--- src/rtl/core/bcf_pkg.sv ---
// ----------------------------------------------------------------------------
// bcf_pkg: shared types and constants for the box/frustum classifier
// Fixed-point widths, per-stage payload structs, verdict codes and the
// stage control struct that travels between pipeline modules.
// ----------------------------------------------------------------------------
package bcf_pkg;

  // Q16.16 operands, exact Q32.32 products, Q33.32 partial and Q34.32 corner sums
  localparam int CoordW      = 32;
  localparam int FracBits    = 16;
  localparam int ProdW       = 2 * CoordW;
  localparam int PartW       = ProdW + 1;
  localparam int SumW        = PartW + 1;
  localparam int CornerCount = 8;

  typedef logic signed [CoordW-1:0] coord_t;

  // Verdict codes
  typedef enum logic [1:0] {
    VERDICT_OUTSIDE = 2'd0,
    VERDICT_INSIDE  = 2'd1,
    VERDICT_PARTIAL = 2'd2
  } verdict_t;

  // Per-stage occupancy and last-plane mark
  typedef struct packed {
    logic valid;
    logic last;
  } stage_ctl_t;

  // One registered request: plane and box
  typedef struct packed {
    coord_t a;
    coord_t b;
    coord_t c;
    coord_t d;
    coord_t min_x;
    coord_t min_y;
    coord_t min_z;
    coord_t max_x;
    coord_t max_y;
    coord_t max_z;
  } item_t;

  // Coefficient times coordinate, index 0 = min, 1 = max
  typedef struct packed {
    coord_t                 d;
    logic [1:0][ProdW-1:0]  ax;
    logic [1:0][ProdW-1:0]  by;
    logic [1:0][ProdW-1:0]  cz;
  } prod_t;

  // xd[i] = a*x_i + d*2^16, yz[j] = b*y_(j&1) + c*z_(j>>1)
  typedef struct packed {
    logic [1:0][PartW-1:0]  xd;
    logic [3:0][PartW-1:0]  yz;
  } part_t;

  typedef logic [CornerCount-1:0] corner_mask_t;

endpackage

--- src/rtl/core/bcf_partial.sv ---
// ----------------------------------------------------------------------------
// bcf_partial: partial sums of the plane distance
// Adds the scaled offset to each x product and forms the four y/z sums,
// so each corner needs a single add in the next stage.
// ----------------------------------------------------------------------------
module bcf_partial (
  input  logic           clk,
  input  logic           en,
  input  bcf_pkg::prod_t prod,
  output bcf_pkg::part_t part
);

  logic signed [bcf_pkg::PartW-1:0] off_q;
  logic signed [bcf_pkg::PartW-1:0] xd [2];
  logic signed [bcf_pkg::PartW-1:0] yz [4];

  // Offset d moved from Q16.16 to Q32.32
  assign off_q = bcf_pkg::PartW'(prod.d) <<< bcf_pkg::FracBits;

  always_comb begin
    for (int i = 0; i < 2; i++) begin
      xd[i] = bcf_pkg::PartW'($signed(prod.ax[i])) + off_q;
    end
    for (int j = 0; j < 4; j++) begin
      yz[j] = bcf_pkg::PartW'($signed(prod.by[j % 2])) +
              bcf_pkg::PartW'($signed(prod.cz[j / 2]));
    end
  end

  always_ff @(posedge clk) begin
    if (en) begin
      for (int i = 0; i < 2; i++) begin
        part.xd[i] <= xd[i];
      end
      for (int j = 0; j < 4; j++) begin
        part.yz[j] <= yz[j];
      end
    end
  end

endmodule

--- config.mk ---
export PLATFORM = sky130hd
export DESIGN_NAME = bcf_partial
export DESIGN_NICKNAME = d
export VERILOG_FILES = /design/src/rtl/core/bcf_pkg.sv /design/src/rtl/core/bcf_partial.sv
export SDC_FILE = /design/constraint.sdc
export NUM_CORES = 1
export LEC_CHECK = 0
export BUFFER_PORTS_ARGS = -buffer_cell sky130_fd_sc_hd__buf_2
export CAP_MARGIN = 20
export CORE_AREA = 2 2 314 316
export DETAILED_ROUTE_END_ITERATION = 12
export DIE_AREA = 0 0 316 318
export GPL_TIMING_DRIVEN = 0
export PLACE_DENSITY = 0.6
export SYNTH_ARGS = -nofsm -noshare
export SYNTH_HDL_FRONTEND = slang
export SYNTH_SLANG_ARGS = --single-unit
--- constraint.sdc ---
create_clock -name clk -period 3.54 [get_ports clk]
set_input_delay 0.708 -clock clk [delete_from_list [all_inputs] [get_ports clk]]
set_output_delay 0.708 -clock clk [all_outputs]
set_load 0.01 [all_outputs]
; ---- Word-level counts from Yosys, hierarchy flattened
; Cells that the tools add are included.
[op_classes]
addsub = 6
[op_table]
columns = cell, count
row1 = $add A64 B64 Y65, 4
row2 = $add A64 B48 Y65, 2
[word_totals]
regBits = 390
input_bits = 418
out_inout_bits = 390
elab_cells = 12

; ---- Logic depth before layout (Yosys ltp)
[depth]
word_depth = 1
depth_mapped = 12

; ---- Least setup slack after synthesis
; Ideal clock, no wire load.
[synth_path]
path_kind = input-to-reg
startpoint = input port prod[0] (netlist bit)
endpoint = register part[34] (netlist bit), data pin
setup_time_ns = 0.265
arrival_ns = 3.315
setup_slack_ns = -0.040
stages = 12
path_buffers = 0
path_cell_list = ha_1 > fa_1 > a21oi_1 > o21ai_1 > a2111o_1 > a41o_1 > a31oi_1 > nor3b_1 > or2_2 > a21oi_1 > o21ai_0 > xor2_1
[synth_rtl]
columns = item, line_no
row1 = start: declaration, bcf_partial.sv:9  ; input bcf_pkg::prod_t prod,
row2 = end: declaration, bcf_partial.sv:10  ; output bcf_pkg::part_t part

==> metrics.md <==
| Metric | Value |
|---|---|
| Die Ht | 318 um |
| GRT overflow | 0 |
| Final setup vio count | 3 |
| Core box area | 97400 um2 |
| Net count, final | 4950 |
| Starting Density | 0.326 |
| Multi-input gate area | 19500 um2 |
| DRT iter0 DRCs | 2212 |
| Die ar. | 100000 um2 |
| DRC | 0 |
| PwrDens | 461 nW/um2 |
| Final hold vios | 0 |
| Leakage | 17.5 nW |
| Mux share of post-synthesis cell area | 0.00114 |
| Max IR drop VDD | 0.340 mV |
| Post-DP Area | 37500 um2 |
| CP Class | input pin to register |
| H-Tree Depth | 2 |
| I/O Buffers | 807 |
| Fin area | 39900 um2 |
| Synth Area in Compound Gates | 0.245 |
| Max-cap violations | 0 |
| Maximum clock frequency | 280 MHz |
| Outcome | finished with violations |
| Worst slew margin | 0.479 |
| Vias in the first global route | 28400 |
| Synth Area in Adders | 0.142 |
| Die W | 316 um |
| Initial antenna violation count | 39 |
| Post-Syn Nets | 4068 |
| Pin count of the biggest net entering global routing | 118 |
| CP max FO | 4 |
| FF+latch count, synth | 390 |
| Slew Limit Fails | 0 |
| Finished Layout Cells | 5536 |
| Vias | 30300 |
| Number of distinct library cells after synthesis | 95 |
| Clock transition at path regs | 70 ps |
| Layout cell share with drive strength beyond 1 | 0.243 |
| Gpl congestion | 0.988 |
| Final WS setup | -32.5 ps |
| Post-Syn Area | 31800 um2 |
| Worst hold path class | input pin to register |
| Routed WL per cell | 23.7 um |
| Final Cycle Share | 1.01 |
| FFs w/ async S/R, synth | 0 |
| Tot GR Track Use | 0.248 |
| Main combinational cell family by area after synthesis | compound AO/OA/AOI/OAI gates |
| Post-placement cell count | 5390 |
| Mean Syn Cell Area | 9.65 um2 |
| Post-Synth XOR/XNOR Area | 0.0893 |
| CTS Root Cell | clkbuf_16 |
| Final wirelength | 131 mm |
| # clock sinks | 390 |
| Seq. cell area | 11700 um2 |
| Worst setup SP type | input pin |
| Synth warn | 0 |
| CP Capture Type | register |
| Least-Margin Pin Slew | 779 ps |
| Number of flops mapped to enable cells by yosys | 390 |
| Detail Placement HPWL | 110 mm |
| Post-Syn Instances | 3292 |
| First-pass GRT wire length | 185 mm |
| Antenna viol nets, final | 0 |
| Util after Layout | 0.409 |
| Synth Area in Simple Gates | 0.128 |
| TritonCTS clock tree | yes |
| Critical Path RT | 4000 ps |
| Max reg flops | 390 |
| Std cell rows | 115 |
| Pre-antenna DRT Iters | 6 |
| Fillers | 9676 |
| CTS Buf Count | 53 |
| Tmin final | 3570 ps |
| Crit path DAT | 4030 ps |
| CTS max path bufs | 3 |
| Post-synthesis sequential area ratio | 0.369 |
| Area growth syn-to-layout | 25.5% |
| Vias/cell | 5.48 |
| Primary FF master, synth | edfxtp_1 |
| I/O pin count | 808 |
| Violated checks | negative setup slack |
[report_power, final]
part	total, mW	switching [mW]	internal [mW]
Combinational	6.16	3.84	2.33
Clock	5.91	2.29	3.62
Sequential	6.30	0.224	6.08
Total	18.4	6.35	12.0
[what timing repair did]
| action | in CTS | in global routing |
|---|---|---|
| hold buffers | 0 | 0 |
| setup buffers | 4 | 12 |
| gates resized for setup | 21 | 31 |
| setup endpoints to repair | 41 | 28 |
| pin swaps | 4 | 20 |
[critical path, cell delays in order]
cell and delay (ps):
buf_2 110, ha_1 230, fa_2 370, a21o_1 230
a21oi_4 260, o21ai_2 120, a211o_4 390, a211oi_4 380
buf_4 190, a211oi_4 100, o32ai_2 370, buf_4 180
o21ai_0 90, xnor2_1 280
[path summary, 6_finish.rpt]
kind	start	endpoint	slack (ps)	cells past startpoint
worst min-delay path	prod[327]	part[332]$_DFFE_PP_	230	1
worst max-delay path	prod[0]	part[117]$_DFFE_PP_	-30	14
[metal layers]
layer,up-vias,track usage,wire (um)
met3,263,0.0419,8520
met5,-,0,47
li1,14400,-,-
met4,8,0.0920,5630
met2,1189,0.410,60800
met1,14500,0.322,56300
[layout make-up]
type / instances / share of cell area
clock buffers: 61 / 0.0351
well taps: 1287 / 0.0404
inverters: 103 / 0.00970
repair buffers: 827 / 0.107
flip-flops and latches: 390 / 0.294
clock inverters: 39 / 0.0121
multi-input cells: 2686 / 0.489
diodes: 30 / 0.00188
plain buffers: 113 / 0.0114
[Yosys cell counts (37+ instances only)]
cell / instances / area share
a31oi_1: 45 / 0.0089
nor3_1: 53 / 0.0083
nor2_1: 182 / 0.022
o21bai_1: 83 / 0.020
a21oi_1: 368 / 0.058
clkbuf_1: 94 / 0.011
nor2b_1: 37 / 0.0073
nand4_1: 85 / 0.017
nand2_1: 230 / 0.027
o21ai_0: 167 / 0.026
xor2_1: 120 / 0.033
o21a_1: 40 / 0.0095
edfxtp_1: 390 / 0.37
inv_1: 103 / 0.012
a21o_1: 225 / 0.053
xnor2_1: 204 / 0.056
nand3_1: 75 / 0.012
ha_1: 352 / 0.14
[stage by stage]
stage / hold WS (ps) / TNS [ps] / worst slack [ps] / power [mW]
final: 229 / -52.5 / -32.5 / 18.4
after floorplan: 807 / -5.68 / -5.68 / 9.91
after global placement: 885 / -1836400 / -4600 / 12.4
after CTS: 180 / 0 / 17.3 / 18.4
after detailed placement: 886 / -81700 / -1320 / 12.4
after global routing: 203 / -22.4 / -15.0 / 19.2
[cells by family (layout without fill, tap and decap cells)]
group,Yosys count,in the layout
flops,390,390
buf+inv,216,1143
other cells,0,30
simple gates,825,825
xor+xnor,324,324
mux,3,3
fa+ha+maj,358,358
compound gates,1176,1176
[layout by cell type (no fill, tap or decap), types with 40 or more instances in the layout]
cell type  netlist  final
buf_2           17    822
edfxtp_1       390    390
a21oi_1        368    359
ha_1           352    351
nand2_1        230    229
a21o_1         225    225
xnor2_1        204    204
nor2_1         182    181
o21ai_0        167    163
xor2_1         120    120
inv_1          103    103
clkbuf_1        94    100
nand4_1         85     85
o21bai_1        83     82
nand3_1         75     75
clkbuf_16        0     55
nor3_1          53     53
a31oi_1         45     40
o21a_1          40     40
(Power assumes the default switching activity.)
