**src/rtl/core/bcf_pkg.sv**
```systemverilog
// ----------------------------------------------------------------------------
// bcf_pkg: shared types and constants for the box/frustum classifier
// Fixed-point widths, per-stage payload structs, verdict codes and the
// stage control struct that travels between pipeline modules.
// ----------------------------------------------------------------------------
package bcf_pkg;

  // Q16.16 operands, exact Q32.32 products, Q33.32 partial and Q34.32 corner sums
  localparam int CoordW      = 32;
  localparam int FracBits    = 16;
  localparam int ProdW       = 2 * CoordW;
  localparam int PartW       = ProdW + 1;
  localparam int SumW        = PartW + 1;
  localparam int CornerCount = 8;

  typedef logic signed [CoordW-1:0] coord_t;

  // Verdict codes
  typedef enum logic [1:0] {
    VERDICT_OUTSIDE = 2'd0,
    VERDICT_INSIDE  = 2'd1,
    VERDICT_PARTIAL = 2'd2
  } verdict_t;

  // Per-stage occupancy and last-plane mark
  typedef struct packed {
    logic valid;
    logic last;
  } stage_ctl_t;

  // One registered request: plane and box
  typedef struct packed {
    coord_t a;
    coord_t b;
    coord_t c;
    coord_t d;
    coord_t min_x;
    coord_t min_y;
    coord_t min_z;
    coord_t max_x;
    coord_t max_y;
    coord_t max_z;
  } item_t;

  // Coefficient times coordinate, index 0 = min, 1 = max
  typedef struct packed {
    coord_t                 d;
    logic [1:0][ProdW-1:0]  ax;
    logic [1:0][ProdW-1:0]  by;
    logic [1:0][ProdW-1:0]  cz;
  } prod_t;

  // xd[i] = a*x_i + d*2^16, yz[j] = b*y_(j&1) + c*z_(j>>1)
  typedef struct packed {
    logic [1:0][PartW-1:0]  xd;
    logic [3:0][PartW-1:0]  yz;
  } part_t;

  typedef logic [CornerCount-1:0] corner_mask_t;

endpackage

```
**src/rtl/core/bcf_sign.sv**
```systemverilog
// ----------------------------------------------------------------------------
// bcf_sign: per-corner inside test
// Completes the signed distance of each of the eight corners and
// registers a mask of the corners that are not below the plane.
// ----------------------------------------------------------------------------
module bcf_sign (
  input  logic                  clk,
  input  logic                  en,
  input  bcf_pkg::part_t        part,
  output bcf_pkg::corner_mask_t mask
);

  bcf_pkg::corner_mask_t corner_in;

  // Corner k takes x from bit 0, y from bit 1, z from bit 2
  for (genvar k = 0; k < bcf_pkg::CornerCount; k++) begin : g_corner
    logic signed [bcf_pkg::SumW-1:0] corner_sum;
    assign corner_sum = bcf_pkg::SumW'($signed(part.xd[k % 2])) +
                        bcf_pkg::SumW'($signed(part.yz[k / 2]));
    assign corner_in[k] = ~corner_sum[bcf_pkg::SumW-1];
  end

  always_ff @(posedge clk) begin
    if (en) begin
      mask <= corner_in;
    end
  end

endmodule

```
**config.mk**
```make
export PLATFORM = sky130hd
export DESIGN_NAME = bcf_sign
export DESIGN_NICKNAME = d
export VERILOG_FILES = /design/src/rtl/core/bcf_pkg.sv /design/src/rtl/core/bcf_sign.sv
export SDC_FILE = /design/constraint.sdc
export NUM_CORES = 1
export LEC_CHECK = 0
export BUFFER_PORTS_ARGS = -buffer_cell sky130_fd_sc_hd__buf_2
export CORE_AREA = 2 2 170 172
export DETAILED_ROUTE_END_ITERATION = 7
export DIE_AREA = 0 0 172 174
export PLACE_DENSITY = 0.73
export SLEW_MARGIN = 20
export SYNTH_ARGS = -nofsm -noshare
export SYNTH_HDL_FRONTEND = slang
export SYNTH_SLANG_ARGS = --single-unit
```
**constraint.sdc**
```tcl
create_clock -name clk -period 2.6 [get_ports clk]
set_input_delay 0.39 -clock clk [delete_from_list [all_inputs] [get_ports clk]]
set_output_delay 0.39 -clock clk [all_outputs]
set_load 0.005 [all_outputs]
```
### Word level (Yosys, flattened, before mapping)

Index checks and enable logic that the tools add are counted.

* register bits after elaboration: 8
* bits of input ports: 392
* output and inout bits: 8
* word-level logic and storage cells: 17

* add/subtract/negate cells: 8
* bitwise gates (word level): 8

Operator list (count)
* $add 65x65->66: 8
* $not 1->1: 8

### Longest topological paths before layout

* depth after elaboration: 2
* mapped depth: 8
* mapped depth without buffers: 8

### Worst setup path after synthesis

No wires, ideal clock.

* path kind: input port to flip-flop
* start: input port part[184] (netlist name)
* end: register mask[4], data pin
* setup time: 0.258 ns
* arrival time: 2.004 ns
* data required time: 2.342 ns
* setup slack: 0.338 ns
* stages on the path: 8
* path buffers: 0
* cell sequence: ha_1 a21o_1 a221o_1 a221oi_1 o21ai_1 a221o_1 a41o_1 xnor2_1

* cells in the longest elaborated chain, start to end: 2

Ends and longest elaborated chain
* from (decl): RTL line bcf_sign.sv:9 `input bcf_pkg::part_t part,`
* $add 65x65->66: RTL line bcf_sign.sv:18 `assign corner_sum = bcf_pkg::SumW'($signed(part.xd[k % 2])) +`
* $not 1->1: RTL line bcf_sign.sv:20 `assign corner_in[k] = ~corner_sum[bcf_pkg::SumW-1];`
* named net corner_in[4]: RTL line bcf_sign.sv:13 `bcf_pkg::corner_mask_t corner_in;`
* to (signal assigned): RTL line bcf_sign.sv:25 `mask <= corner_in;`
* to (decl): RTL line bcf_sign.sv:10 `output bcf_pkg::corner_mask_t mask`

The timed path passes the listed nets, and every way through them passes these cells.
A chain may end at the register's enable or synchronous reset.

### Worst setup path after layout

* start: input port part[337] (netlist name)
* end: register mask[1], data pin

Same word-level chain as after synthesis.

==> run_results.csv <==
group,metric,value,unit
pwr,p_leak,7.41,nW
pwr,p_total,0.00285,W
clock_network,tritoncts,"built",
route,vias_per_cell,5.85,
layout,top_regs,"mask x8",
critical_path,cp_cell_sequence,"buf_2 -> ha_1 -> a21oi_1 -> o21ai_0 -> a211oi_1 -> o21ai_1 -> a221oi_4 -> buf_4 -> o21ai_0 -> xnor2_1",
route,drtIter0Drc,619,
hold_path,min-delay-path-class,"in -> reg",
critical_path,max_stage_delay,0.38,ns
die,die-height,174,um
logic_synthesis,synth_edf_count,8,
route,first_pass_iters,5,
timing,slew_headroom,57.0,%
layout,area_growth,28.6,%
critical_path,cp.arrival,2.47,ns
die,coreArea,28200,um2
layout,layout.nets,2709,
global_routing,antenna_found_initial,13,
logic_synthesis,yosysWarnings,0,
critical_path,path_class,"in -> reg",
global_routing,grt_pass1_wl,67000,um
timing,fmax,401,MHz
route,wl_per_cell,20.5,um
place,place_area,14000,um2
timing,worst_pin_slew,0.638,ns
logic_synthesis,ys_async_sr_fraction,0,%
place,dpl.hpwl,41700,um
logic_synthesis,synth_seq_area_share,2.18,%
critical_path,crit_fanout,4,
critical_path,cp_common_cell,"o21ai_0",
timing,timing_hold_violations_final,0,
logic_synthesis,ys_dominant_reg_cell,"edfxtp_1",
route,drc_errors,0,
global_routing,grt_pass1_vias,12600,
die,dieArea,29900,um2
clock_network,htree_levels,1,
pwr,p_per_area,201,nW/um2
logic_synthesis,syn_inst,1341,
clock_network,cts.path.max_buffers,2,
timing,setup_viol_count_final,0,
layout,largest_register_ffs,8,
timing,slew_violations,0,
clock_network,cts_root_buf,"clkbuf_16",
timing,period_needed,2.49,ns
route,route.vias.total,12800,
pwr,ir_drop,0.000195,V
place,routabilityCongestion,0.991,
layout,design_area,14200,um2
global_routing,grt_max_degree,9,
clock_network,hold_buffers,0,
logic_synthesis,ys_types,27,
place,port_buffers,399,
die,die_w,172,um
clock_network,cts_made_buffers,3,
critical_path,crit_path_start_kind,"input pin",
clock_network,numClockSinks,8,
logic_synthesis,ys_seq_elements,8,
run,max-cap-violations,0,
logic_synthesis,synth_nets,2245,
die,rows,62,
critical_path,cp_slowest_cell,"a221oi_4",
global_routing,track_usage,28.9,%
timing,period_share,95.9,%
clock_network,clk_pin_slew,0.04,ns
global_routing,overflow,0,
die,num_io_pins,400,
logic_synthesis,synth.avg_cell_area,8.23,um2
critical_path,crit_path_end_kind,"flop",
timing,fin_hold_ws,0.524,ns
route,wl,45100,um
clock_network,cts_setup_buffers,0,
timing,rsz0062_at_grt,"false",
logic_synthesis,syn-cell-area,11000,um2
route,ant_nets,0,
die,initial_utilization,39.1,%
layout,regMostFlops,"mask",
layout,drive_above_1_share,26.3,%
status,status,"completed",
critical_path,cp_data_required_time,2.57,ns
==> critical path: cells and delay by family <==
family | cells | cell delay [ns]
adder cells (fa/ha/maj) | 1 | 0.30
buffers and inverters | 2 | 0.30
AO/OA/AOI/OAI | 6 | 1.33
XOR/XNOR | 1 | 0.15
==> stage by stage <==
step           util (%)  setup slack, ns  cells  setup TNS (ns)
2_1_floorplan         -            0.338   1341               0
3_3_place_gp       49.6           -0.280   2184           -1.11
3_5_place_dp       49.6           -0.306   2184           -1.32
4_1_cts            49.9           0.0170   2187               0
5_1_grt            50.2         0.000756   2196               0
6_report           50.2            0.106   2196               0
==> per-layer routing <==
layer / wire length [um] / track usage (%) / vias to the layer above
met1: 18000 / 33.3 / 5861
met5: 46 / 0 / -
li1: - / - / 6330
met2: 21800 / 52.1 / 537
met3: 3500 / 5.49 / 101
met4: 1780 / 11.4 / 8
==> layout by cell type, fill, tap and decap left out <==
| cell type | n |
|---|---|
| a221o_1 | 11 |
| o21ai_0 | 96 |
| o211ai_1 | 2 |
| nor4_2 | 3 |
| buf_4 | 57 |
| and2_0 | 5 |
| clkbuf_16 | 3 |
| a41o_1 | 1 |
| nand3_1 | 33 |
| diode_2 | 9 |
| o21ai_1 | 4 |
| buf_12 | 3 |
| nor3_2 | 1 |
| nand2_1 | 168 |
| ha_1 | 512 |
| a221oi_1 | 17 |
| nor4_1 | 21 |
| a211oi_1 | 61 |
| nand2b_1 | 2 |
| a221oi_4 | 1 |
| buf_2 | 399 |
| a21o_1 | 9 |
| a221oi_2 | 5 |
| inv_1 | 11 |
| nor4_4 | 2 |
| nor2b_1 | 1 |
| or4_4 | 1 |
| nor2_1 | 73 |
| a211o_1 | 4 |
| and4_1 | 14 |
| a21oi_1 | 180 |
| nor3_1 | 4 |
| a31oi_1 | 2 |
| xnor2_1 | 8 |
| nand4_1 | 81 |
| edfxtp_1 | 8 |
==> worst paths after layout <==
kind                   from  cells past startpoint  slack (ns)      end
setup / recovery  part[337]                     10        0.11  mask[1]
hold / removal           en                      1        0.52  mask[1]
==> logic make-up (layout without fill, tap and decap cells) <==
group / Yosys count / in the layout / share of synthesized area [%]
adder cells (fa/ha/maj): 512 / 512 / 58.1
AND/OR/NAND/NOR: 409 / 409 / 17.8
AO/OA/AOI/OAI: 393 / 393 / 20.9
buffers and inverters: 11 / 473 / 0.374
XOR/XNOR: 8 / 8 / 0.635
flip-flops: 8 / 8 / 2.18
other: 0 / 9 / 0
==> cell usage after synthesis (2+ instances only) <==
cell | instances | area [um2]
a21oi_1 | 180 | 901
o21ai_0 | 98 | 490
and2_0 | 5 | 31.3
a31oi_1 | 2 | 12.5
inv_1 | 11 | 41.3
a221oi_1 | 23 | 201
nand4_1 | 81 | 507
xnor2_1 | 8 | 70.1
nand2b_1 | 2 | 12.5
a211oi_1 | 61 | 458
o211ai_1 | 2 | 15.0
o21ai_1 | 2 | 10.0
a21o_1 | 9 | 67.6
a211o_1 | 4 | 35.0
nor3_1 | 5 | 25.0
nand2_1 | 168 | 631
nor2_1 | 73 | 274
a221o_1 | 11 | 110
and4_1 | 14 | 123
nor4_1 | 25 | 156
edfxtp_1 | 8 | 240
ha_1 | 512 | 6410
nand3_1 | 33 | 165
==> report_power, final <==
part | switching [W] | leakage [nW] | internal (W) | total [W]
clock network | 0.0000539 | 0.0370 | 0.000198 | 0.000252
logic | 0.00137 | 7.29 | 0.00105 | 0.00242
registers | 0.00000660 | 0.0783 | 0.000173 | 0.000180
total | 0.00143 | 7.41 | 0.00142 | 0.00285
==> repair_timing <==
action                     CTS  global route
resized for setup            2            13
setup endpoints to repair    2             7
pin swaps                    0             1
==> area by class of cell <==
cell class | instances | area [um2]
Fill cell | 2820 | 14100
Timing Repair Buffer | 459 | 2480
Antenna cell | 9 | 22.5
Multi-Input combinational cell | 1322 | 10800
Tap cell | 384 | 480
Inverter | 11 | 41.3
Clock buffer | 3 | 75.1
Sequential cell | 8 | 240
No activity file was read; power rests on OpenSTA's default activity.
