<file path="config.mk">
export PLATFORM = sky130hd
export DESIGN_NAME = bcf_verdict
export DESIGN_NICKNAME = d
export VERILOG_FILES = /design/src/rtl/core/bcf_pkg.sv /design/src/rtl/core/bcf_verdict.sv
export SDC_FILE = /design/constraint.sdc
export NUM_CORES = 1
export LEC_CHECK = 0
export BUFFER_PORTS_ARGS = -buffer_cell sky130_fd_sc_hd__buf_2
export CAP_MARGIN = 0
export CORE_AREA = 2 2 39 41
export DETAILED_ROUTE_END_ITERATION = 16
export DIE_AREA = 0 0 41 43
export GPL_ROUTABILITY_DRIVEN = 0
export PLACE_DENSITY_LB_ADDON = 0.05
export SLEW_MARGIN = 20
export SYNTH_ARGS = -nofsm -noshare
export SYNTH_HDL_FRONTEND = slang
export SYNTH_SLANG_ARGS = --single-unit
</file>
<file path="constraint.sdc">
create_clock -name clk -period 1.89 [get_ports clk]
set_input_delay 0.0945 -clock clk [delete_from_list [all_inputs] [get_ports clk]]
set_output_delay 0.0945 -clock clk [all_outputs]
set_load 0.005 [all_outputs]
</file>
<file path="src/rtl/core/bcf_pkg.sv">
// ----------------------------------------------------------------------------
// bcf_pkg: shared types and constants for the box/frustum classifier
// Fixed-point widths, per-stage payload structs, verdict codes and the
// stage control struct that travels between pipeline modules.
// ----------------------------------------------------------------------------
package bcf_pkg;

  // Q16.16 operands, exact Q32.32 products, Q33.32 partial and Q34.32 corner sums
  localparam int CoordW      = 32;
  localparam int FracBits    = 16;
  localparam int ProdW       = 2 * CoordW;
  localparam int PartW       = ProdW + 1;
  localparam int SumW        = PartW + 1;
  localparam int CornerCount = 8;

  typedef logic signed [CoordW-1:0] coord_t;

  // Verdict codes
  typedef enum logic [1:0] {
    VERDICT_OUTSIDE = 2'd0,
    VERDICT_INSIDE  = 2'd1,
    VERDICT_PARTIAL = 2'd2
  } verdict_t;

  // Per-stage occupancy and last-plane mark
  typedef struct packed {
    logic valid;
    logic last;
  } stage_ctl_t;

  // One registered request: plane and box
  typedef struct packed {
    coord_t a;
    coord_t b;
    coord_t c;
    coord_t d;
    coord_t min_x;
    coord_t min_y;
    coord_t min_z;
    coord_t max_x;
    coord_t max_y;
    coord_t max_z;
  } item_t;

  // Coefficient times coordinate, index 0 = min, 1 = max
  typedef struct packed {
    coord_t                 d;
    logic [1:0][ProdW-1:0]  ax;
    logic [1:0][ProdW-1:0]  by;
    logic [1:0][ProdW-1:0]  cz;
  } prod_t;

  // xd[i] = a*x_i + d*2^16, yz[j] = b*y_(j&1) + c*z_(j>>1)
  typedef struct packed {
    logic [1:0][PartW-1:0]  xd;
    logic [3:0][PartW-1:0]  yz;
  } part_t;

  typedef logic [CornerCount-1:0] corner_mask_t;

endpackage

</file>
<file path="src/rtl/core/bcf_verdict.sv">
// ----------------------------------------------------------------------------
// bcf_verdict: query flags and result register
// Folds each plane's corner mask into the sticky reject and all-inside
// flags and loads the verdict into the output register on the last plane.
// ----------------------------------------------------------------------------
module bcf_verdict (
  input  logic                  clk,
  input  logic                  rst,
  input  bcf_pkg::stage_ctl_t   ctl,
  input  bcf_pkg::corner_mask_t mask,
  output logic                  take,
  output logic                  out_valid,
  input  logic                  out_ready,
  output logic [1:0]            verdict
);

  logic              rejected_seen;
  logic              all_inside;
  logic              rejected_next;
  logic              all_inside_next;
  logic              fire;
  bcf_pkg::verdict_t result;
  bcf_pkg::verdict_t result_next;

  // A plane without the last mark never waits on the output side
  assign take = ~ctl.valid | ~ctl.last | ~out_valid | out_ready;
  assign fire = ctl.valid & take;

  // Flag update and verdict for the plane at the head of the pipe
  always_comb begin
    rejected_next   = rejected_seen | (mask == '0);
    all_inside_next = all_inside & (&mask);
    if (rejected_next) begin
      result_next = bcf_pkg::VERDICT_OUTSIDE;
    end else if (all_inside_next) begin
      result_next = bcf_pkg::VERDICT_INSIDE;
    end else begin
      result_next = bcf_pkg::VERDICT_PARTIAL;
    end
  end

  // Flags and output valid
  always_ff @(posedge clk) begin
    if (rst) begin
      rejected_seen <= 1'b0;
      all_inside    <= 1'b1;
      out_valid     <= 1'b0;
    end else begin
      if (out_valid && out_ready) begin
        out_valid <= 1'b0;
      end
      if (fire) begin
        if (ctl.last) begin
          out_valid     <= 1'b1;
          rejected_seen <= 1'b0;
          all_inside    <= 1'b1;
        end else begin
          rejected_seen <= rejected_next;
          all_inside    <= all_inside_next;
        end
      end
    end
  end

  // Result payload
  always_ff @(posedge clk) begin
    if (fire && ctl.last) begin
      result <= result_next;
    end
  end

  assign verdict = result;

  // Flags return to their idle values after every verdict
  a_flags_clear: assert property (@(posedge clk) disable iff (rst)
    (fire && ctl.last) |=> (!rejected_seen && all_inside))
    else $error("query flags not cleared after verdict");

  // A rejecting plane sets the sticky flag
  a_reject_sticky: assert property (@(posedge clk) disable iff (rst)
    (fire && !ctl.last && mask == '0) |=> rejected_seen)
    else $error("rejecting plane did not set reject flag");

  // A rejected query can never also be fully inside
  a_flag_consistent: assert property (@(posedge clk) disable iff (rst)
    rejected_seen |-> !all_inside)
    else $error("reject and all-inside flags both set");

  // Only defined verdict codes leave the block
  a_verdict_code: assert property (@(posedge clk) disable iff (rst)
    out_valid |-> (result == bcf_pkg::VERDICT_OUTSIDE ||
                   result == bcf_pkg::VERDICT_INSIDE ||
                   result == bcf_pkg::VERDICT_PARTIAL))
    else $error("undefined verdict code presented");

endmodule

</file>
After elaboration in Yosys (flattened, before gate mapping). Index checks and enable logic that the tools add are counted.

Output and inout bits: 4. Input port bits: 13. Logic and storage cells: 23. Memories kept: 0. Bits in writable memories: 0. Memory bits (read-only): 0. Flip-flop bits (word level): 5. Latch bits: 0.

Mux-type cells: 6. Multiply operators: 0. Shift operators: 0. Equal/unequal tests: 0. Reduce and logical (&&, ||, !) cells: 4. Div/mod/pow operators: 0. Bitwise operators: 9. Order comparisons: 0. $add $sub $neg: 0.

Operator list (count): 8-bit logical NOT (1); 8-bit AND reduction (1); 1-bit two-way mux (5); 1-bit OR (4); 1-bit NOT (3); 1-bit bitwise AND (2); 1-bit logical AND (2); 2-bit two-way mux (1).

Logic depth before layout (Yosys ltp). Gate-level depths: netlist of the first run.

Depth in word-level cells: 6. Gate-level depth with buffers: 3. Gate-level depth less buffers: 3.

Worst setup path before layout of the first run. Ideal clock, no wire load.

Path type: reg-to-reg. From: register out_valid. To: register result[0] (netlist: verdict[0]), enable pin. Required time: 1581 ps. Buffers on the path: 0. Data arrival time: 619 ps. Setup slack: 962 ps. Setup time: 309 ps. Stages on the path, launching flop included: 3. Period minus slack after synthesis: 928 ps. Cell sequence: dfxtp_1 -> and2b_1 -> nor2_1.

Longest elaborated chain between the ends: 5.

RTL lines: start: declaration (RTL line bcf_verdict.sv:12) `output logic out_valid,`; start signal: assignment (RTL line bcf_verdict.sv:47) `out_valid <= 1'b0;`; start signal: assignment (RTL line bcf_verdict.sv:50) `out_valid <= 1'b0;`; start signal: assignment (RTL line bcf_verdict.sv:54) `out_valid <= 1'b1;`; 1-bit NOT (RTL line bcf_verdict.sv:26) `assign take = ~ctl.valid | ~ctl.last | ~out_valid | out_ready;`; 1-bit OR (2 in a row) (RTL line bcf_verdict.sv:26); 1-bit bitwise AND (RTL line bcf_verdict.sv:27) `assign fire = ctl.valid & take;`; 1-bit logical AND (RTL line bcf_verdict.sv:67) `if (fire && ctl.last) begin`; end signal: assignment (RTL line bcf_verdict.sv:68) `result <= result_next;`; end: declaration (RTL line bcf_verdict.sv:22) `bcf_pkg::verdict_t result;`.

No other way between the ends. A chain may end at the register's enable or synchronous reset.

Final worst setup path of the first run.
From: register out_valid. To: output take.

Longest elaborated chain between the ends: 3.

RTL lines: 1-bit NOT (RTL line bcf_verdict.sv:26); 1-bit OR (2 in a row) (RTL line bcf_verdict.sv:26); end: declaration (RTL line bcf_verdict.sv:11) `output logic take,`.

No other way between the ends.

==> results_dict.tcl, run 1 <==
set metrics [dict create \
    globalRoute.totalOverflow 0 \
    area.growth.synth_to_final_pct 47.6 \
    start_util 0.192 \
    final_antenna_net_count 0 \
    io_pins 17 \
    ctsResizeCount 0 \
    internal_power_uw 213 \
    switchingPower_uw 62.2 \
    cap_viol_max_count 0 \
    synth-seq-area-share 0.453 \
    pwr-share-comb 0.130 \
    powerDensity_nw_per_um2 704 \
    drt_first_pass_iters 2 \
    die_area_um2 1760 \
    final_wirelength_um 595 \
    port_buffers 16 \
    worstHoldPathCells 2 \
    placement.setup.worst_slack_ns 0.801 \
    dr_total_vias 268 \
    worstSetupPathType "reg -> out" \
    outcome "finished clean" \
    insertedDiodeCount 0 \
    report.power.total_uw 276 \
    utilization 0.283 \
    synth_cells 26 \
    pin_count_of_the_biggest_net_entering_global_routing 6 \
    cts.sink_count 5 \
    clkPwrFrac 0.442 \
    syn_area_per_cell_um2 10.2 \
    fp.dieW_um 41 \
    setup_viol_count_final 0 \
    ys_seq_elements 5 \
    report.final.slew_viol_count 0 \
    clk_transition_reported_paths_ns 0.04 \
    r2r.worst_path.cells 2 \
    pwr-share-seq 0.428 \
    min-delay-path-class "in -> reg" \
    via_per_inst 4.32 \
    yosys_warnings 0 \
    num_rows 14 \
    period_share 0.559 \
    timing.fmax_mhz 947 \
    holdBufCountCts 0 \
    rsz0062_at_grt "no" \
    worst-path-max-fanout 4 \
    actual_slew_at_the_worst_max_slew_pin_ns 0.290 \
    top_library_cells_by_usage_in_the_layout_fill_and_taps_aside "16 x sky130_fd_sc_hd__buf_2, 3 x sky130_fd_sc_hd__nand2_1, 3 x sky130_fd_sc_hd__nor2_1, 3 x sky130_fd_sc_hd__dfxtp_1, 3 x sky130_fd_sc_hd__clkbuf_4" \
    clock_root_buffer "sky130_fd_sc_hd__clkbuf_4" \
    dp_hpwl_um 512 \
    setup.worst_path.end_class "primary output" \
    first_global_vias 279 \
    final.setup.worst_slack_ns 0.834 \
    finish.net_count 60 \
    die_h_um 43 \
    maxSlewHeadroom 0.805 \
    critPathLaunchType "flop" \
    finalClockSkew_ns 0.00196 \
    p_leak_uw 0.000162 \
    routedWlPerCell_um 9.60 \
    layout.cells.most_common "sky130_fd_sc_hd__buf_2" \
    synth_cell_type_count 17 \
    critical_path_arrival_ns 0.96 \
    post_synth_instance_area_um2 265 \
    grt_pass1_wl_um 1010 \
    number_of_drc_violations_after_detailed_routing 0 \
    cts_made_buffers 3 \
    post_cts_buffers 0 \
    cts_tree "built" \
    timing.setup.tns_ns 0 \
    mappedNetlistNets 39 \
    gr-usage-all-layers 0.0883 \
    vdd.ir_drop.worst_mv 0.296 \
    netSwitchingFraction 0.226 \
    clockBufferDepth 2 \
    antenna_found_initial 0 \
    final_layout_size_suffix_gt1_frac 0.478 \
    htree_num_levels 1 \
    clock_insertion_delay_worst_skew_ns 0.24 \
    final.min_clock_period_ns 1.06 \
    report.final.hold_viol_count 0 \
    floorplan.core_area_um2 1380 \
    critical_path_required_ns 1.80 \
    detail_route.iter0.violations 3 \
]
==> critical path, stage by stage, from the launching register on <==
cell and delay [ns]:
sky130_fd_sc_hd__dfxtp_1 0.33, sky130_fd_sc_hd__and2b_1 0.18, sky130_fd_sc_hd__nand3_1 0.08, sky130_fd_sc_hd__buf_2 0.13
==> routing by layer <==
layer / global-route usage / vias up / part of all wire / wire length, um
li1: - / 138 / - / -
met1: 0.0833 / 121 / 0.41 / 246
met2: 0.138 / 9 / 0.52 / 307
met3: 0.0314 / 0 / 0.069 / 41
met4: 0.0800 / 0 / 0 / 0
met5: 0 / - / 0 / 0
==> cell families (layout without fill, tap and decap cells) <==
kind of cell,after synthesis,after routing,synth area share
compound gates,5,5,0.132
buf+inv,0,20,0
simple gates,16,16,0.415
flops,5,5,0.453
==> final cells by class <==
class / count / area [um2]
fill: 157 / 992
multi-input combinational: 21 / 145
sequential: 5 / 120
timing repair buffer: 16 / 80.1
clock buffer: 4 / 26.3
tap: 16 / 20.0
==> cell usage after synthesis <==
master                     n  share of area
sky130_fd_sc_hd__nor2_1    3          0.042
sky130_fd_sc_hd__a211o_1   1          0.033
sky130_fd_sc_hd__nand4_1   1          0.024
sky130_fd_sc_hd__edfxtp_1  2           0.23
sky130_fd_sc_hd__nand3_1   2          0.038
sky130_fd_sc_hd__nor4_2    1          0.047
sky130_fd_sc_hd__a41oi_1   1          0.033
sky130_fd_sc_hd__nor2b_1   1          0.024
sky130_fd_sc_hd__nor3_2    1          0.038
sky130_fd_sc_hd__nand2_1   3          0.042
sky130_fd_sc_hd__nand3b_1  1          0.028
sky130_fd_sc_hd__and2_1    1          0.024
sky130_fd_sc_hd__nor4_4    1          0.080
sky130_fd_sc_hd__and2b_1   1          0.028
sky130_fd_sc_hd__a21oi_1   2          0.038
sky130_fd_sc_hd__dfxtp_1   3           0.23
sky130_fd_sc_hd__o21bai_1  1          0.028
==> flip-flops by register name, indices dropped and copies added (netlist names) <==
| register | count |
|---|---|
| verdict | 2 |
| rejected_seen | 1 |
| out_valid | 1 |
| all_inside | 1 |
==> final timing paths <==
| kind | from | end | slack [ns] |
|---|---|---|---|
| hold reg to reg | all_inside | all_inside | 0.46 |
| setup / recovery | out_valid | take | 0.83 |
| hold / removal | rst | out_valid | 0.02 |
| setup reg to reg | out_valid | verdict[1] | 0.92 |
==> per-stage QoR <==
step | area (um2) | hold WS (ns) | cells
2_1_floorplan | 265 | 0.167 | 26
3_3_place_gp | 365 | 0.268 | 58
5_1_grt | 392 | 0.0202 | 62
3_5_place_dp | 365 | 0.274 | 58
6_report | 392 | 0.0212 | 62
4_1_cts | 392 | 0.0156 | 62
==> power by group through the flow <==
stage               Combinational, uW  Clock [uW]  Sequential [uW]
CTS                              36.3         128              118
global placement                 35.2           0              120
detailed placement               36.1           0              120
global route                     40.2         139              118
floorplan                        12.2           0              120
finish                           35.9         122              118
(Power assumes the default switching activity.)
==> run 2: changes to the inputs <==
--- a/config.mk
+++ b/config.mk
@@ -5,6 +5,7 @@
 export SDC_FILE = /design/constraint.sdc
 export NUM_CORES = 1
 export LEC_CHECK = 0
+export ABC_AREA = 1
 export BUFFER_PORTS_ARGS = -buffer_cell sky130_fd_sc_hd__buf_2
 export CAP_MARGIN = 0
 export CORE_AREA = 2 2 39 41
==> constraint.sdc (replaced) <==
create_clock -name clk -period 1.1 [get_ports clk]
set_input_delay 0.055 -clock clk [delete_from_list [all_inputs] [get_ports clk]]
set_output_delay 0.055 -clock clk [all_outputs]
set_load 0.005 [all_outputs]
==> run 2 against run 1 <==
  * Critical path type is now reg -> reg
  * First-iteration DRC count is 100% lower
  * Sequential cell count did not move
  * Critical endpoint is now verdict[1]
  * Clock power increased by 70%
  * Area after synthesis is 4.2% higher
  * Highest routed layer is now met4
==> results_dict.tcl, run 2 <==
set metrics [dict create \
    detail_route.iter0.violations 0 \
    cp.depth 4 \
    dr_total_vias 308 \
    htree_num_levels 1 \
    synth-main-ff-cell "sky130_fd_sc_hd__dfxtp_1" \
    synthArstFlopShare 0 \
    endpoint "verdict[1]" \
    actual_slew_at_the_worst_max_slew_pin_ns 0.173 \
    period_share 0.895 \
    r2r_end "verdict[1]" \
    critical-path-max-stage-delay_ns 0.33 \
    antenna_found_initial 0 \
    reg2reg_from "all_inside" \
    pwr-share-comb 0.141 \
    clock_root_buffer "sky130_fd_sc_hd__clkbuf_4" \
    timing.critical_path.from "all_inside" \
    r2r.worst_path.cells 4 \
    crit_path_max_delay_cell_type "sky130_fd_sc_hd__dfxtp_1" \
    setup_viol_count_final 0 \
    critical_path_arrival_ns 0.98 \
    timing.fmax_mhz 1020 \
    globalRoute.totalOverflow 0 \
    syn_area_per_cell_um2 6.91 \
    report.power.total_uw 477 \
    synth_edf_count 2 \
    rrSetupSlack_ns 0.12 \
    floorplan.core_area_um2 1380 \
    cts.sink_count 5 \
    vdd.ir_drop.worst_mv 0.261 \
    die_h_um 43 \
    die_area_um2 1760 \
    gr-usage-all-layers 0.0948 \
    synthDominantAreaCellType "sky130_fd_sc_hd__dfxtp_1" \
    crit_family "simple AND/OR/NAND/NOR gates" \
    final_wirelength_um 600 \
    port_buffers 16 \
    powerDensity_nw_per_um2 1160 \
    critPathLaunchType "flop" \
    final_layout_size_suffix_gt1_frac 0.410 \
    min-delay-path-class "in -> reg" \
    ctsResizeCount 0 \
    crit_path_cell_trace "nand2_1 > inv_1 > nand4_1 > and2_1" \
    synth_cell_type_count 13 \
    grt_pass1_wl_um 1050 \
    largest_register_ff_count 2 \
    start_util 0.200 \
    outcome "finished clean" \
    via_per_inst 4.00 \
    pwr-share-seq 0.425 \
    critical_path_required_ns 1.09 \
    internal_power_uw 370 \
    yosys.cell_count.top_type "sky130_fd_sc_hd__nand2_1" \
    dp_hpwl_um 531 \
    clock_insertion_delay_worst_skew_ns 0.24 \
    yosys_warnings 0 \
    synth.top_cell.area_share 0.217 \
    synth-seq-area-share 0.434 \
    finalHoldWorstSlack_ns 0.122 \
    fp.dieW_um 41 \
    final.setup.worst_slack_ns 0.116 \
    switchingPower_uw 107 \
    clockBufferDepth 2 \
    rsz0062_at_grt "no" \
    clkPwrFrac 0.434 \
    io_pins 17 \
    synth_cells 40 \
    maxSlewHeadroom 0.885 \
    routedWlPerCell_um 7.79 \
    area.growth.synth_to_final_pct 49.3 \
    ys_seq_elements 5 \
    worst-path-max-fanout 3 \
    final.min_clock_period_ns 0.984 \
    insertedDiodeCount 0 \
    finish.net_count 75 \
    timing.setup.tns_ns 0 \
    cts_tree "built" \
    top_library_cells_by_usage_in_the_layout_fill_and_taps_aside "16 x sky130_fd_sc_hd__buf_2, 11 x sky130_fd_sc_hd__nand2_1, 10 x sky130_fd_sc_hd__nor2_1" \
    finalClockSkew_ns 0.00196 \
    setup.worst_path.end_class "flop" \
    first_global_vias 301 \
    placement.setup.worst_slack_ns 0.122 \
    synth_commonest_cells "11 x sky130_fd_sc_hd__nand2_1, 10 x sky130_fd_sc_hd__nor2_1, 4 x sky130_fd_sc_hd__inv_1" \
    num_rows 14 \
    clk_transition_reported_paths_ns 0.04 \
    mappedNetlistNets 53 \
    pin_count_of_the_biggest_net_entering_global_routing 4 \
    layout.cells.most_common "sky130_fd_sc_hd__buf_2" \
    number_of_drc_violations_after_detailed_routing 0 \
    post_cts_buffers 0 \
    post_synth_instance_area_um2 277 \
    worstSetupPathType "reg -> reg" \
    netSwitchingFraction 0.225 \
    p_leak_uw 0.000205 \
    cts_made_buffers 3 \
    final_antenna_net_count 0 \
    holdBufCountCts 1 \
    post_synth_main_area_contributors "sky130_fd_sc_hd__dfxtp_1 22%, sky130_fd_sc_hd__edfxtp_1 22%, sky130_fd_sc_hd__nand2_1 15%" \
    cap_viol_max_count 0 \
    drt_first_pass_iters 1 \
    worst-path-buf-inv 1 \
    report.final.hold_viol_count 0 \
    report.final.slew_viol_count 0 \
]
==> run 2: final cells by class <==
type / count / area, um2
Fill cell: 159 / 971
Multi-Input combinational cell: 30 / 138
Sequential cell: 5 / 120
Timing Repair Buffer: 17 / 90.1
Clock buffer: 4 / 26.3
Tap cell: 16 / 20.0
Inverter: 5 / 18.8
==> run 2: worst min path at each step <==
stage | startpoint | to | slack [ns] | depth (start not counted)
3_3_place_gp | rst | out_valid | 0.25 | 2
4_1_cts | out_ready | out_valid | 0.12 | 4
5_1_grt | out_ready | out_valid | 0.13 | 4
2_1_floorplan | rst | out_valid | 0.13 | 1
6_report | out_ready | out_valid | 0.12 | 4
3_5_place_dp | rst | out_valid | 0.25 | 2
==> run 2: power by group through the flow <==
stage          clock network (uW)  logic (uW)  registers [uW]
6_report                      207        67.1             203
4_1_cts                       218        68.8             203
3_5_place_dp                    0        66.0             206
5_1_grt                       222        77.6             203
2_1_floorplan                   0        30.1             206
3_3_place_gp                    0        67.2             205
==> run 2: cells by family after synthesis <==
| group | synth area share |
|---|---|
| AOI/OAI and AO/OA | 0.0181 |
| DFF | 0.434 |
| buffers and inverters | 0.0678 |
| and+or+nand+nor | 0.480 |
==> run 2: stage by stage <==
stage | std cells | utilization | instance area, um2
6_report | 77 | 0.298 | 413
5_1_grt | 77 | 0.298 | 413
4_1_cts | 77 | 0.298 | 413
3_5_place_dp | 72 | 0.272 | 377
3_3_place_gp | 72 | 0.272 | 377
2_1_floorplan | 40 | - | 277
==> run 2: worst min-delay path, cell delays in order <==
cell and delay, ns:
sky130_fd_sc_hd__buf_2 0.10, sky130_fd_sc_hd__nor2_4 0.05, sky130_fd_sc_hd__nor2_1 0.08, sky130_fd_sc_hd__nor2_1 0.04
==> run 2: routing by layer <==
metal | GRT usage | wire [um] | vias up
met5 | 0 | 0 | -
met4 | 0.100 | 12 | 0
met3 | 0.0314 | 44 | 2
met2 | 0.138 | 316 | 13
met1 | 0.0945 | 226 | 130
li1 | - | - | 163
==> run 3: changes to the inputs <==
--- a/config.mk
+++ b/config.mk
@@ -12,6 +12,7 @@
 export DETAILED_ROUTE_END_ITERATION = 16
 export DIE_AREA = 0 0 41 43
 export GPL_ROUTABILITY_DRIVEN = 0
+export MAX_ROUTING_LAYER = met4
 export PLACE_DENSITY_LB_ADDON = 0.05
 export SLEW_MARGIN = 20
 export SYNTH_ARGS = -nofsm -noshare
==> run 3 against run 2 <==
  * Power hardly changed
  * Count of clock-buffer cells in the layout stayed put
  * Clock skew hardly changed
  * Critical path type unchanged
  * Largest cell class unchanged
  * Highest routed layer unchanged
==> results_dict.tcl, run 3 (synthesis results as in run 2) <==
set metrics [dict create \
    outcome "finished clean" \
    area.growth.synth_to_final_pct 49.3 \
    io_pins 17 \
    final_layout_size_suffix_gt1_frac 0.410 \
    grt_pass1_wl_um 1040 \
    report.final.hold_viol_count 0 \
    critical_path_required_ns 1.09 \
    cts_made_buffers 3 \
    critical_path_arrival_ns 0.98 \
    maxSlewHeadroom 0.885 \
    cts_tree "built" \
    ctsResizeCount 0 \
    drt_first_pass_iters 1 \
    min-delay-path-class "in -> reg" \
    detail_route.iter0.violations 0 \
    timing.fmax_mhz 1020 \
    setup_viol_count_final 0 \
    clk_transition_reported_paths_ns 0.04 \
    worstSetupPathType "reg -> reg" \
    worst-path-max-fanout 3 \
    first_global_vias 302 \
    cts.sink_count 5 \
    finalClockSkew_ns 0.00198 \
    p_leak_uw 0.000205 \
    finish.net_count 75 \
    final_antenna_net_count 0 \
    globalRoute.totalOverflow 0 \
    port_buffers 16 \
    final.min_clock_period_ns 0.984 \
    number_of_drc_violations_after_detailed_routing 0 \
    period_share 0.895 \
    final_wirelength_um 600 \
    antenna_found_initial 0 \
    die_h_um 43 \
    final.setup.worst_slack_ns 0.116 \
    critPathLaunchType "flop" \
    report.final.slew_viol_count 0 \
    gr-usage-all-layers 0.0971 \
    holdBufCountCts 1 \
    largest_register_ff_count 2 \
    start_util 0.200 \
    via_per_inst 4.00 \
    layout.cells.most_common "sky130_fd_sc_hd__buf_2" \
    routedWlPerCell_um 7.79 \
    clockBufferDepth 2 \
    powerDensity_nw_per_um2 1150 \
    post_cts_buffers 0 \
    clock_root_buffer "sky130_fd_sc_hd__clkbuf_4" \
    floorplan.core_area_um2 1380 \
    worstHoldPathCells 4 \
    pin_count_of_the_biggest_net_entering_global_routing 4 \
    clock_insertion_delay_worst_skew_ns 0.24 \
    dp_hpwl_um 531 \
    setup.worst_path.end_class "flop" \
    rsz0062_at_grt "no" \
    die_area_um2 1760 \
    htree_num_levels 1 \
    num_rows 14 \
    dr_total_vias 308 \
    timing.setup.tns_ns 0 \
    r2r.worst_path.cells 4 \
    vdd.ir_drop.worst_mv 0.261 \
    actual_slew_at_the_worst_max_slew_pin_ns 0.173 \
    fp.dieW_um 41 \
    placement.setup.worst_slack_ns 0.122 \
    cap_viol_max_count 0 \
    insertedDiodeCount 0 \
    top_library_cells_by_usage_in_the_layout_fill_and_taps_aside "16 x sky130_fd_sc_hd__buf_2, 11 x sky130_fd_sc_hd__nand2_1, 10 x sky130_fd_sc_hd__nor2_1" \
]
==> run 3: worst max-delay path: stages, from the launching register on <==
cell and delay, ns:
sky130_fd_sc_hd__dfxtp_1 0.33, sky130_fd_sc_hd__nand2_1 0.05, sky130_fd_sc_hd__inv_1 0.04, sky130_fd_sc_hd__nand4_1 0.13, sky130_fd_sc_hd__and2_1 0.18
==> run 3: routing by layer <==
metal | GRT usage | vias up | routed length (um)
met4 | 0.100 | 0 | 12
met5 | - | - | 0
met2 | 0.138 | 13 | 316
met3 | 0.0314 | 2 | 44
li1 | - | 163 | -
met1 | 0.0945 | 130 | 226
==> run 3: layout make-up <==
type | instances | area, um2
Clock buffer | 4 | 26.3
Fill cell | 159 | 971
Inverter | 5 | 18.8
Multi-Input combinational cell | 30 | 138
Sequential cell | 5 | 120
Tap cell | 16 | 20.0
Timing Repair Buffer | 17 | 90.1
==> run 3: stage by stage <==
stage / instance area, um2 / utilization / hold WS (ns) / total power, uW / std cells
after floorplan: 277 / - / 0.127 / 236 / 40
after global placement: 377 / 0.272 / 0.254 / 273 / 72
after detailed placement: 377 / 0.272 / 0.251 / 272 / 72
after CTS: 413 / 0.298 / 0.117 / 489 / 77
after global routing: 413 / 0.298 / 0.128 / 503 / 77
final: 413 / 0.298 / 0.122 / 477 / 77
==> run 3: power breakdown <==
group | switching [uW] | leakage [uW] | internal [uW]
logic | 34.1 | 0.000146 | 32.9
clock network | 70.3 | 0.0000150 | 137
registers | 2.61 | 0.0000440 | 200
==> run 3: path summary, 6_finish.rpt <==
path	startpoint	end	slack, ns
setup / recovery	all_inside	verdict[1]	0.12
setup reg to reg	all_inside	verdict[1]	0.12
hold / removal	out_ready	out_valid	0.12
hold reg to reg	all_inside	all_inside	0.48
